<file path="src/rtl/lru_keyed_cache_core_assert.svh">
// ----------------------------------------------------------------------------
// lru_keyed_cache_core_assert.svh
// Assertion macros shared by the cache RTL; empty under synthesis.
// ----------------------------------------------------------------------------
`ifndef LRU_KEYED_CACHE_CORE_ASSERT_SVH
`define LRU_KEYED_CACHE_CORE_ASSERT_SVH

`ifndef SYNTHESIS
// check a property on every clock edge outside reset
`define LKC_ASSERT(label, clk, rst, prop) \
   label: assert property (@(posedge clk) disable iff (rst) prop) \
      else $error("%m: check failed");
// check a property on every clock edge, reset included
`define LKC_ASSERT_ALWAYS(label, clk, prop) \
   label: assert property (@(posedge clk) prop) \
      else $error("%m: check failed");
`else
`define LKC_ASSERT(label, clk, rst, prop)
`define LKC_ASSERT_ALWAYS(label, clk, prop)
`endif

`endif

</file>
<file path="src/rtl/lkc_pkg.sv">
// ----------------------------------------------------------------------------
// lkc_pkg
// Types and constants for the fully associative LRU keyed cache.
// ----------------------------------------------------------------------------
package lkc_pkg;

   // number of cache slots
   localparam int CACHE_ENTRIES = 16;
   localparam int IDX_W   = (CACHE_ENTRIES > 1) ? $clog2(CACHE_ENTRIES) : 1;
   localparam int CNT_W   = $clog2(CACHE_ENTRIES + 1);
   localparam int KEY_W   = 64;
   localparam int PAY_W   = 64;
   localparam int CFG_W   = 5;
   localparam int EVICT_W = 5;

   localparam logic [CFG_W-1:0] CFG_RESET = CFG_W'(16);

   typedef enum logic [0:0] {
      CMD_LOOKUP = 1'b0,
      CMD_INSERT = 1'b1
   } cmd_type;

   typedef enum logic [1:0] {
      ST_IDLE,
      ST_EXEC,
      ST_RESP
   } state_type;

   typedef struct packed {
      cmd_type            cmd;
      logic [KEY_W-1:0]   time_key;
      logic [PAY_W-1:0]   payload_in;
   } req_type;

   typedef struct packed {
      logic               hit;
      logic [PAY_W-1:0]   payload_out;
      logic [EVICT_W-1:0] evicted_count;
   } rsp_type;

   // control from the sequencer to the directory
   typedef struct packed {
      logic               exec;
      cmd_type            cmd;
      logic [KEY_W-1:0]   key;
   } dir_ctl_type;

   // directory decision for the beat in execution
   typedef struct packed {
      logic               hit;
      logic               lookup_hit;
      logic               store;
      logic [IDX_W-1:0]   slot;
      logic [EVICT_W-1:0] evicted;
   } dir_stat_type;

endpackage

</file>
<file path="src/rtl/lkc_ram.sv">
// ----------------------------------------------------------------------------
// lkc_ram
// Generic single write port, single read port RAM with registered read.
// ----------------------------------------------------------------------------
module lkc_ram #(
   parameter int WIDTH = 64,
   parameter int DEPTH = 16
) (
   input  logic                                      clock,
   input  logic                                      we,
   input  logic [((DEPTH > 1) ? $clog2(DEPTH) : 1)-1:0] waddr,
   input  logic [WIDTH-1:0]                          wdata,
   input  logic [((DEPTH > 1) ? $clog2(DEPTH) : 1)-1:0] raddr,
   output logic [WIDTH-1:0]                          rdata
);

   logic [WIDTH-1:0] mem_ff [DEPTH];
   logic [WIDTH-1:0] rdata_ff;

   // write and registered read
   always_ff @(posedge clock) begin
      if (we) begin
         mem_ff[waddr] <= wdata;
      end
      rdata_ff <= mem_ff[raddr];
   end

   assign rdata = rdata_ff;

endmodule

</file>
<file path="src/rtl/lkc_dir.sv">
// ----------------------------------------------------------------------------
// lkc_dir
// Key directory: parallel key match, age ranks, valid marks and fill count.
// ----------------------------------------------------------------------------
`include "lru_keyed_cache_core_assert.svh"

module lkc_dir (
   input  logic                            clock,
   input  logic                            reset,
   input  lkc_pkg::dir_ctl_type            ctl,
   input  logic [lkc_pkg::CFG_W-1:0]       max_entries,
   output lkc_pkg::dir_stat_type           stat
);

   localparam int N     = lkc_pkg::CACHE_ENTRIES;
   localparam int IDX_W = lkc_pkg::IDX_W;
   localparam int CNT_W = lkc_pkg::CNT_W;

   logic [lkc_pkg::KEY_W-1:0] key_ff [N];
   logic [N-1:0]              valid_ff, valid_in;
   logic [IDX_W-1:0]          rank_ff [N];
   logic [IDX_W-1:0]          rank_in [N];
   logic [CNT_W-1:0]          cnt_ff, cnt_in;

   logic [N-1:0]     match;
   logic [N-1:0]     evict;
   logic [N-1:0]     valid_keep;
   logic             hit_any;
   logic             is_insert;
   logic             cap_zero;
   logic             do_promote;
   logic             do_new;
   logic [IDX_W-1:0] hit_idx;
   logic [IDX_W-1:0] free_idx;
   logic [IDX_W-1:0] hit_rank;
   logic [IDX_W-1:0] cap_m1;
   logic [CNT_W-1:0] cap;
   logic [CNT_W-1:0] evict_n;

   // clamp capacity to the slot count
   always_comb begin
      if (32'(max_entries) > 32'(N)) begin
         cap = CNT_W'(N);
      end else begin
         cap = CNT_W'(max_entries);
      end
   end

   assign cap_m1 = IDX_W'(cap - CNT_W'(1));

   // compare the key against every valid slot
   always_comb begin
      hit_idx = '0;
      for (int i = 0; i < N; i++) begin
         match[i] = valid_ff[i] && (key_ff[i] == ctl.key);
         if (match[i]) begin
            hit_idx = hit_idx | IDX_W'(i);
         end
      end
   end

   assign hit_any    = |match;
   assign hit_rank   = rank_ff[hit_idx];
   assign is_insert  = (ctl.cmd == lkc_pkg::CMD_INSERT);
   assign cap_zero   = (cap == '0);
   assign do_promote = hit_any && (!is_insert || !cap_zero);
   assign do_new     = is_insert && !cap_zero && !hit_any;

   // mark the oldest slots that must go so the new entry fits
   always_comb begin
      for (int i = 0; i < N; i++) begin
         evict[i] = do_new && valid_ff[i] && (rank_ff[i] >= cap_m1);
      end
   end

   assign valid_keep = valid_ff & ~evict;
   assign evict_n    = CNT_W'($countones(evict));

   // pick the lowest free slot
   always_comb begin
      free_idx = '0;
      for (int i = N - 1; i >= 0; i--) begin
         if (!valid_keep[i]) begin
            free_idx = IDX_W'(i);
         end
      end
   end

   // next ranks, valid marks and count
   always_comb begin
      valid_in = valid_ff;
      cnt_in   = cnt_ff;
      for (int i = 0; i < N; i++) begin
         rank_in[i] = rank_ff[i];
      end
      if (do_promote) begin
         for (int i = 0; i < N; i++) begin
            if (valid_ff[i] && (rank_ff[i] < hit_rank)) begin
               rank_in[i] = rank_ff[i] + IDX_W'(1);
            end
         end
         rank_in[hit_idx] = '0;
      end else if (do_new) begin
         for (int i = 0; i < N; i++) begin
            if (valid_keep[i]) begin
               rank_in[i] = rank_ff[i] + IDX_W'(1);
            end else if (evict[i]) begin
               rank_in[i] = '0;
            end
         end
         valid_in           = valid_keep;
         valid_in[free_idx] = 1'b1;
         rank_in[free_idx]  = '0;
         cnt_in             = cnt_ff - evict_n + CNT_W'(1);
      end
   end

   // commit at the end of the execute cycle
   always_ff @(posedge clock) begin
      if (reset) begin
         valid_ff <= '0;
         cnt_ff   <= '0;
         for (int i = 0; i < N; i++) begin
            rank_ff[i] <= '0;
         end
      end else if (ctl.exec) begin
         valid_ff <= valid_in;
         cnt_ff   <= cnt_in;
         for (int i = 0; i < N; i++) begin
            rank_ff[i] <= rank_in[i];
         end
      end
   end

   // store the key of a new entry
   always_ff @(posedge clock) begin
      if (ctl.exec && do_new) begin
         key_ff[free_idx] <= ctl.key;
      end
   end

   // report the decision to the sequencer
   always_comb begin
      stat.hit        = do_promote;
      stat.lookup_hit = hit_any && !is_insert;
      stat.store      = is_insert && !cap_zero;
      stat.slot       = hit_any ? hit_idx : free_idx;
      if (!do_new) begin
         stat.evicted = '0;
      end else if (32'(evict_n) > 32'((1 << lkc_pkg::EVICT_W) - 1)) begin
         stat.evicted = '1;
      end else begin
         stat.evicted = lkc_pkg::EVICT_W'(evict_n);
      end
   end

   `LKC_ASSERT(a_count_in_range, clock, reset, cnt_ff <= CNT_W'(N))
   `LKC_ASSERT(a_count_tracks_valid, clock, reset, $countones(valid_ff) == 32'(cnt_ff))
   `LKC_ASSERT(a_key_unique, clock, reset, (ctl.exec && hit_any) |-> $onehot(match))

endmodule

</file>
<file path="src/rtl/lru_keyed_cache_core.sv">
// ----------------------------------------------------------------------------
// lru_keyed_cache_core
// A beat taken at start passes the execute state, then the response state,
// which shows its result strobe and can take a new beat. Busy is high for the
// execute cycle: key match, rank update and payload RAM access happen there.
// Reset clears valid marks, ranks and count, and sets capacity to 16.
// Results cannot be stalled; each one is shown for a single cycle.
// ----------------------------------------------------------------------------
`include "lru_keyed_cache_core_assert.svh"

module lru_keyed_cache_core (
   input  logic                          clock,
   input  logic                          reset,
   input  logic                          start,
   output logic                          busy,
   input  lkc_pkg::req_type              req_data,
   output logic                          rsp_strobe,
   output lkc_pkg::rsp_type              rsp_data,
   input  logic                          csr_valid,
   output logic                          csr_ready,
   input  logic [lkc_pkg::CFG_W-1:0]     csr_wdata
);

   lkc_pkg::state_type      state_ff, state_in;
   lkc_pkg::req_type        req_ff;
   logic [lkc_pkg::CFG_W-1:0] max_ff;
   logic                    hit_ff;
   logic                    lookup_hit_ff;
   logic [lkc_pkg::EVICT_W-1:0] evict_ff;
   logic                    exec;
   logic                    accept;
   lkc_pkg::dir_ctl_type    ctl;
   lkc_pkg::dir_stat_type   stat;
   logic [lkc_pkg::PAY_W-1:0] ram_rdata;

   assign accept    = start && !busy;
   assign csr_ready = 1'b1;

   // capacity register
   always_ff @(posedge clock) begin
      if (reset) begin
         max_ff <= lkc_pkg::CFG_RESET;
      end else if (csr_valid && csr_ready) begin
         max_ff <= csr_wdata;
      end
   end

   // next state
   always_comb begin
      case (state_ff)
         lkc_pkg::ST_IDLE: state_in = start ? lkc_pkg::ST_EXEC : lkc_pkg::ST_IDLE;
         lkc_pkg::ST_EXEC: state_in = lkc_pkg::ST_RESP;
         lkc_pkg::ST_RESP: state_in = start ? lkc_pkg::ST_EXEC : lkc_pkg::ST_IDLE;
         default:          state_in = lkc_pkg::ST_IDLE;
      endcase
   end

   always_ff @(posedge clock) begin
      if (reset) begin
         state_ff <= lkc_pkg::ST_IDLE;
      end else begin
         state_ff <= state_in;
      end
   end

   // state outputs
   always_comb begin
      case (state_ff)
         lkc_pkg::ST_EXEC: begin
            busy       = 1'b1;
            exec       = 1'b1;
            rsp_strobe = 1'b0;
         end
         lkc_pkg::ST_RESP: begin
            busy       = 1'b0;
            exec       = 1'b0;
            rsp_strobe = 1'b1;
         end
         default: begin
            busy       = 1'b0;
            exec       = 1'b0;
            rsp_strobe = 1'b0;
         end
      endcase
   end

   // hold the request beat
   always_ff @(posedge clock) begin
      if (accept) begin
         req_ff <= req_data;
      end
   end

   assign ctl.exec = exec;
   assign ctl.cmd  = req_ff.cmd;
   assign ctl.key  = req_ff.time_key;

   lkc_dir u_dir (
      .clock       (clock),
      .reset       (reset),
      .ctl         (ctl),
      .max_entries (max_ff),
      .stat        (stat)
   );

   // payload store: write on insert, read the hit slot on lookup
   lkc_ram #(
      .WIDTH (lkc_pkg::PAY_W),
      .DEPTH (lkc_pkg::CACHE_ENTRIES)
   ) u_payload_ram (
      .clock (clock),
      .we    (exec && stat.store),
      .waddr (stat.slot),
      .wdata (req_ff.payload_in),
      .raddr (stat.slot),
      .rdata (ram_rdata)
   );

   // capture result flags at the end of execute
   always_ff @(posedge clock) begin
      if (exec) begin
         hit_ff        <= stat.hit;
         lookup_hit_ff <= stat.lookup_hit;
         evict_ff      <= stat.evicted;
      end
   end

   assign rsp_data.hit           = hit_ff;
   assign rsp_data.payload_out   = lookup_hit_ff ? ram_rdata : '0;
   assign rsp_data.evicted_count = evict_ff;

   `LKC_ASSERT(a_strobe_gap, clock, reset, rsp_strobe |=> !rsp_strobe)
   `LKC_ASSERT(a_result_follows, clock, reset, (start && !busy) |-> ##2 rsp_strobe)
   `LKC_ASSERT(a_miss_zero_payload, clock, reset, (rsp_strobe && !rsp_data.hit) |-> (rsp_data.payload_out == '0))

endmodule

</file>
<file path="config.mk">
export PLATFORM = sky130hd
export DESIGN_NAME = lru_keyed_cache_core
export DESIGN_NICKNAME = d
export VERILOG_FILES = /design/src/rtl/lkc_pkg.sv /design/src/rtl/lkc_ram.sv /design/src/rtl/lkc_dir.sv /design/src/rtl/lru_keyed_cache_core.sv
export VERILOG_INCLUDE_DIRS = /design/src /design/src/rtl
export SDC_FILE = /design/constraint.sdc
export NUM_CORES = 2
export LEC_CHECK = 0
export BUFFER_PORTS_ARGS = -buffer_cell sky130_fd_sc_hd__clkbuf_2
export CORE_MARGIN = 2
export CORE_UTILIZATION = 30
export DETAILED_ROUTE_END_ITERATION = 12
export GPL_TIMING_DRIVEN = 0
export PLACE_DENSITY = 0.44
export SETUP_SLACK_MARGIN = 0.15
export SLEW_MARGIN = 20
export SYNTH_ARGS = -nofsm -noshare
export SYNTH_HDL_FRONTEND = slang
export SYNTH_SLANG_ARGS = --single-unit
</file>
<file path="constraint.sdc">
create_clock -name clock -period 22.5 [get_ports clock]
set_input_delay 4.5 -clock clock [delete_from_list [all_inputs] [get_ports clock]]
set_output_delay 4.5 -clock clock [all_outputs]
set_load 0.03 [all_outputs]
</file>
**Word-level counts from Yosys, hierarchy flattened**

Memory sizes are Yosys's and may differ from the RTL's. A register that Yosys moved wholly into a read port is not among the register bits.
Cells that the tools add are included.

- Bits in registers: 159
- RAM bits: 2112
- Output and inout bits: 73
- Logic and storage cells: 378
- Memories: 3

Memory list:

| name | words | width | rd ports | clocked after Yosys merged registers in | write ports | line | text |
|---|---|---|---|---|---|---|---|
| u_dir.key_ff | 16 | 64 | 16 | 0 | 1 | lkc_dir.sv:19 | `logic [lkc_pkg::KEY_W-1:0] key_ff [N];` |
| u_payload_ram.mem_ff | 16 | 64 | 1 | 1 | 1 | lkc_ram.sv:17 | `logic [WIDTH-1:0] mem_ff [DEPTH];` |
| u_dir.rank_ff | 16 | 4 | 17 | 0 | 16 | lkc_dir.sv:21 | `logic [IDX_W-1:0] rank_ff [N];` |

- Add/sub/neg operators: 32
- Magnitude comparators: 39
- Equal/unequal tests: 18
- Multiplexer cells: 167
- Bitwise gates (word level): 26
- Reduce and logical (&&, ||, !) cells: 84

Operators with widths:

| cell | count |
|---|---|
| equality test 64 bit | 16 |
| 2-to-1 mux 4 bit | 139 |
| 2-to-1 mux 64 bit | 3 |
| AND 64 bit | 2 |
| NOT 64 bit | 2 |
| logical AND 1 bit | 74 |
| adder 4 x 1 -> 4 bit (second input constant) | 16 |
| >= comparator 4 bit | 16 |
| < comparator 4 bit | 16 |
| adder 5 bit | 7 |
| demux 4 bit (select 4 bit) | 2 |
| adder 1 x 1 -> 2 bit | 8 |
| AND 16 bit | 1 |
| NOT 16 bit | 1 |
| OR 1 bit | 16 |
| OR 16 bit | 1 |
| OR reduction 16 bit | 1 |
| 2-to-1 mux 1 bit | 14 |
| 2-to-1 mux 3 bit | 4 |
| >= comparator 5 bit (second input constant) | 2 |
| < comparator 5 x 1 -> 1 bit (second input constant) | 2 |
| NOT 4 -> 5 bit | 2 |
| > comparator 5 bit (second input constant) | 1 |
| logical NOT 5 bit | 1 |
| other kinds (15) | 19 |

**Longest topological paths before layout**

- Depth after elaboration: 36
- Gate-level depth with buffers: 27

**Cells and area by module**

Synthesis repeated with hierarchy kept, for this count alone.

- Cells, all modules: 6683
- Area total of the unflattened synthesis: 102503.3 µm²

Modules (own cells, without submodules):

| module | times used | cells an instance | area each (µm²) | sequential area each (µm²) |
|---|---|---|---|---|
| lkc_dir | 1 | 4802 | 58053.2 | 32991.6 |
| lkc_ram | 1 | 1647 | 39581.7 | 32030.7 |
| lru_keyed_cache_core | 1 | 234 | 4868.4 | 4224.1 |

**Least setup slack after synthesis**

OpenSTA, ideal clock, no wires.

- Kind: input-to-reg
- Start point: input port start
- End point: register req_ff (netlist bit ctl[0]), enable pin
- Setup time: 0.503 ns
- Arrival time: 7.455 ns
- Setup slack: 14.542 ns
- Stages: 1
- Path through: and2_1

- Longest elaborated chain between the ends: 1

Ends and longest elaborated chain:

| element | line | text |
|---|---|---|
| from (decl) | lru_keyed_cache_core.sv:14 | `input logic start,` |
| logical AND 1 bit | lru_keyed_cache_core.sv:36 | `assign accept = start && !busy;` |
| to (signal assigned) | lru_keyed_cache_core.sv:90 | `req_ff <= req_data;` |
| to (decl) | lru_keyed_cache_core.sv:25 | `lkc_pkg::req_type req_ff;` |

No other way between the ends.
A chain may end at the register's enable or synchronous reset.

**Final worst setup path**

- Start point: register req_ff (netlist bit ctl[21])
- End point: register evict_ff[3] in the netlist's numbering (data pin)

- Longest elaborated chain between the ends: 11
- Elaborated cells on any way between the ends: 82
- Classes of those cells: add/sub (15); eq/ne (16); reduce/logical (51)

Ends and longest elaborated chain:

| element | line | text |
|---|---|---|
| equality test 64 bit | lkc_dir.sv:55 | `match[i] = valid_ff[i] && (key_ff[i] == ctl.key);` |
| logical AND 1 bit | lkc_dir.sv:55 |  |
| OR reduction 16 bit * | lkc_dir.sv:62 | `assign hit_any = \|match;` |
| logical NOT 1 bit * | lkc_dir.sv:67 | `assign do_new = is_insert && !cap_zero && !hit_any;` |
| logical AND 1 bit * | lkc_dir.sv:67 |  |
| logical AND 1 bit (2 in series) | lkc_dir.sv:72 | `evict[i] = do_new && valid_ff[i] && (rank_ff[i] >= cap_m1);` |
| adder 1 x 1 -> 2 bit (not written as such) | lkc_dir.sv:77 | `assign evict_n = CNT_W'($countones(evict));` |
| adder 5 bit (not written as such) (3 in series) | lkc_dir.sv:77 |  |
| to (signal assigned) | lru_keyed_cache_core.sv:124 | `evict_ff <= stat.evicted;` |
| to (decl) | lru_keyed_cache_core.sv:29 | `logic [lkc_pkg::EVICT_W-1:0] evict_ff;` |

Every way passes the cells marked *; elsewhere a longest branch is shown, timed or not.

==> run_results.csv <==
group,metric,value,unit
global_routing,grt_start_max_net_pins,54,
synth,synth_edf_count,2248,
setup_path,crit_required,23.13,ns
clocking,clkTransAtPathRegs,0.06,ns
routing,via_per_inst,5.16,
die,io_pins,211,
pwr,powerDensity,83.2,nW/um2
setup_path,startpoint_type,"flop",
global_routing,grt_antenna_before_repair,32,
placement,placedCellCount,10900,
synth,synthFlopType,"edfxtp_1",
synth,netlist_area,97800,um2
synth,yosysUniqueCellTypes,96,
synth,postSynthAreaPerCell,15.9,um2
setup_path,path_max_fanout,10,
min_path,min_path_type,"reg2reg",
sta,hold_viol,0,
clocking,postCtsHoldBufs,0,
setup_path,critPathBufInv,9,
sta,layout_setup_ws,11.83,ns
sta,setup_tns,0,ns
sta,setup_viol,0,
synth,ys_seq_area_share,70.8,%
global_routing,groute.usage.overall,21.8,%
setup_path,critical-path-top-delay-family,"buffers and inverters",
clocking,clock_sinks,2335,
die,die_h,575,um
routing,totalWireLength,369000,um
synth,syn-num-nets,6454,
synth,synth_mux_area_share,5.75,%
synth,async_flop_share,0,%
pwr,finalPower,9.77,mW
global_routing,grt_pass1_vias,57000,
layout,synthToLayoutAreaGrowth,20.2,%
layout,final_common_cell,"edfxtp_1",
global_routing,grt.overflow.total,0,
setup_path,cpMostUsedCell,"fa_1",
routing,drt-initial-drc-count,6603,
synth,yosysWarnings,0,
clocking,htreeDepth,5,
clocking,cts_buffers,275,
clocking,cts_tree,"built",
die,die-area,331000,um2
outcome,status,"finished, final reports clean",
layout,final_cell_mix,"edfxtp_1, xnor2_1, mux2i_1, clkbuf_16, o22ai_1",
setup_path,crit_path_top_delay_cell,"o32ai_1",
clocking,cts-resized-gates,0,
layout,fillers,30800,
setup_path,max_stage_delay,1.01,ns
setup_path,arrival,11.30,ns
sta,finalMaxSlewViolations,0,
synth,yosys.area_share.simple,6.13,%
routing,wl_per_cell,32.4,um
sta,period_share,47.4,%
synth,synth_top_family_by_area,"XOR/XNOR gates",
setup_path,critPathKind,"reg2reg",
layout,multi_input_area,26800,um2
sta,grt_setup_unrepaired,"false",
placement,port_buffers,208,
job,max-cap-violations,0,
sta,worst_pin_slew,1.20,ns
clocking,cts_setup_buffers,0,
pwr,p_leak,41.9,nW
sta,slew_headroom,19.6,%
die,fp.dieW,575,um
sta,period_minus_slack,10.67,ns
layout,final_layout_size_suffix_gt1_share,16.1,%
synth,synth_compound_area_share,5.65,%
setup_path,rrSetupSlack,11.83,ns
setup_path,end_kind,"flop",
pwr,vdd_drop_max,0.0000583,V
global_routing,grt_pass1_wl,496000,um
die,initial_utilization,30.2,%
synth,synth-seq-cells,2335,
routing,firstDrtPassIters,7,
clocking,root_buffer,"clkbuf_16",
routing,drc,0,
sta,fin_skew,0.0729,ns
layout,regArea,69200,um2
placement,finalWeightedCongestion,0.923,
placement,hpwl,256000,um
layout,fin_nets,7158,
synth,syn-instance-count,6163,
layout,finalNonFillerCells,11400,
routing,via_count,58900,
routing,ant_nets,0,
clocking,clk_latency,0.90,ns
placement,dp_slack,12.03,ns
die,core_region_area,324000,um2
synth,synth-xor-area-share,7.46,%
die,rows,209,
clocking,cts_max_path_buffers,4,
sta,fmax,93.7,MHz
synth,synthAdderAreaFrac,2.04,%
-- synthesized netlist by cell type, types with 12 or more instances --
master,instances,area share (%)
or4_1,73,0.56
ha_1,142,1.8
nand3_1,57,0.29
edfxtp_1,2248,69
o21ai_0,95,0.49
a211oi_1,12,0.092
inv_1,140,0.54
a22o_1,25,0.22
dfxtp_1,87,1.8
a21o_1,39,0.30
and2_1,89,0.57
nand2_1,119,0.46
a211o_1,13,0.12
xor2_1,261,2.3
nor4_1,109,0.70
and3_1,17,0.11
mux2i_1,545,5.6
buf_2,137,0.70
a21oi_1,97,0.50
nor3b_1,13,0.10
nor2_1,137,0.53
nor2b_1,36,0.23
nand2b_1,138,0.88
o22ai_1,283,1.8
a22oi_1,12,0.092
buf_4,71,0.54
a2111oi_0,16,0.14
o221ai_1,21,0.19
nand4_1,160,1.0
o2bb2ai_1,23,0.21
xnor2_1,572,5.1
or3_1,16,0.10
o2111ai_1,39,0.35
mux2_2,15,0.17
o21a_1,17,0.13
nor3_1,45,0.23
clkbuf_1,58,0.22
-- layout make-up --
cell class                      instances  share of cell area, %
Buffer                                283                   1.35
Antenna cell                            8                 0.0170
Sequential cell                      2335                   58.9
Timing Repair Buffer                  427                   4.62
Clock inverter                         99                  0.599
Tap cell                             4325                   4.60
Inverter                              150                  0.509
Multi-Input combinational cell       3395                   22.8
Clock buffer                          391                   6.64
-- path summary, 6_finish.rpt --
path	start	to	cells past startpoint
setup / recovery	ctl[21]$_DFFE_PP_	evict_ff[3]$_SDFFCE_PP0P_	27
setup reg to reg	ctl[21]$_DFFE_PP_	evict_ff[3]$_SDFFCE_PP0P_	27
hold / removal	state_ff[0]$_SDFF_PP0_	state_ff[0]$_SDFF_PP0_	1
hold reg to reg	state_ff[0]$_SDFF_PP0_	state_ff[0]$_SDFF_PP0_	1
-- routing by layer --
layer	up-vias	wire length (um)	track usage (%)
met1	30800	157000	29.3
met2	2395	175000	36.1
met4	4	14600	7.67
met3	557	22500	2.77
met5	-	27	0
li1	25200	-	-
-- logic make-up after synthesis --
logic type      Yosys count
compound gates          799
xor+xnor                833
fa+ha+maj               153
buf+inv                 433
flops                  2335
mux                     560
other cells               1
simple gates           1049
-- sequential cells by signal, indices dropped and copies added (netlist names) --
register / count
u_dir.key_ff: 1024
u_payload_ram.mem_ff: 1024
ctl: 65
req_ff: 64
u_dir.rank_ff: 64
u_payload_ram.rdata: 64
u_dir.valid_ff: 16
evict_ff: 5
max_ff: 5
state_ff: 2
hit_ff: 1
lookup_hit_ff: 1
-- where the power goes --
part	leakage [nW]	internal [mW]	switching (mW)
Combinational	16.6	0.202	0.403
Sequential	21.1	4.81	0.0793
Clock	4.17	2.47	1.81
Total	41.9	7.48	2.29
-- stage by stage --
step | util [%] | instance area [um2] | hold WS, ns
after global routing | 36.2 | 118000 | 0.487
final | 36.3 | 118000 | 0.447
after detailed placement | 33.6 | 109000 | 0.441
after floorplan | - | 97800 | 0.423
after CTS | 36.2 | 118000 | 0.449
after global placement | 32.2 | 104000 | 0.432
Power figures use the tool's default switching activity.
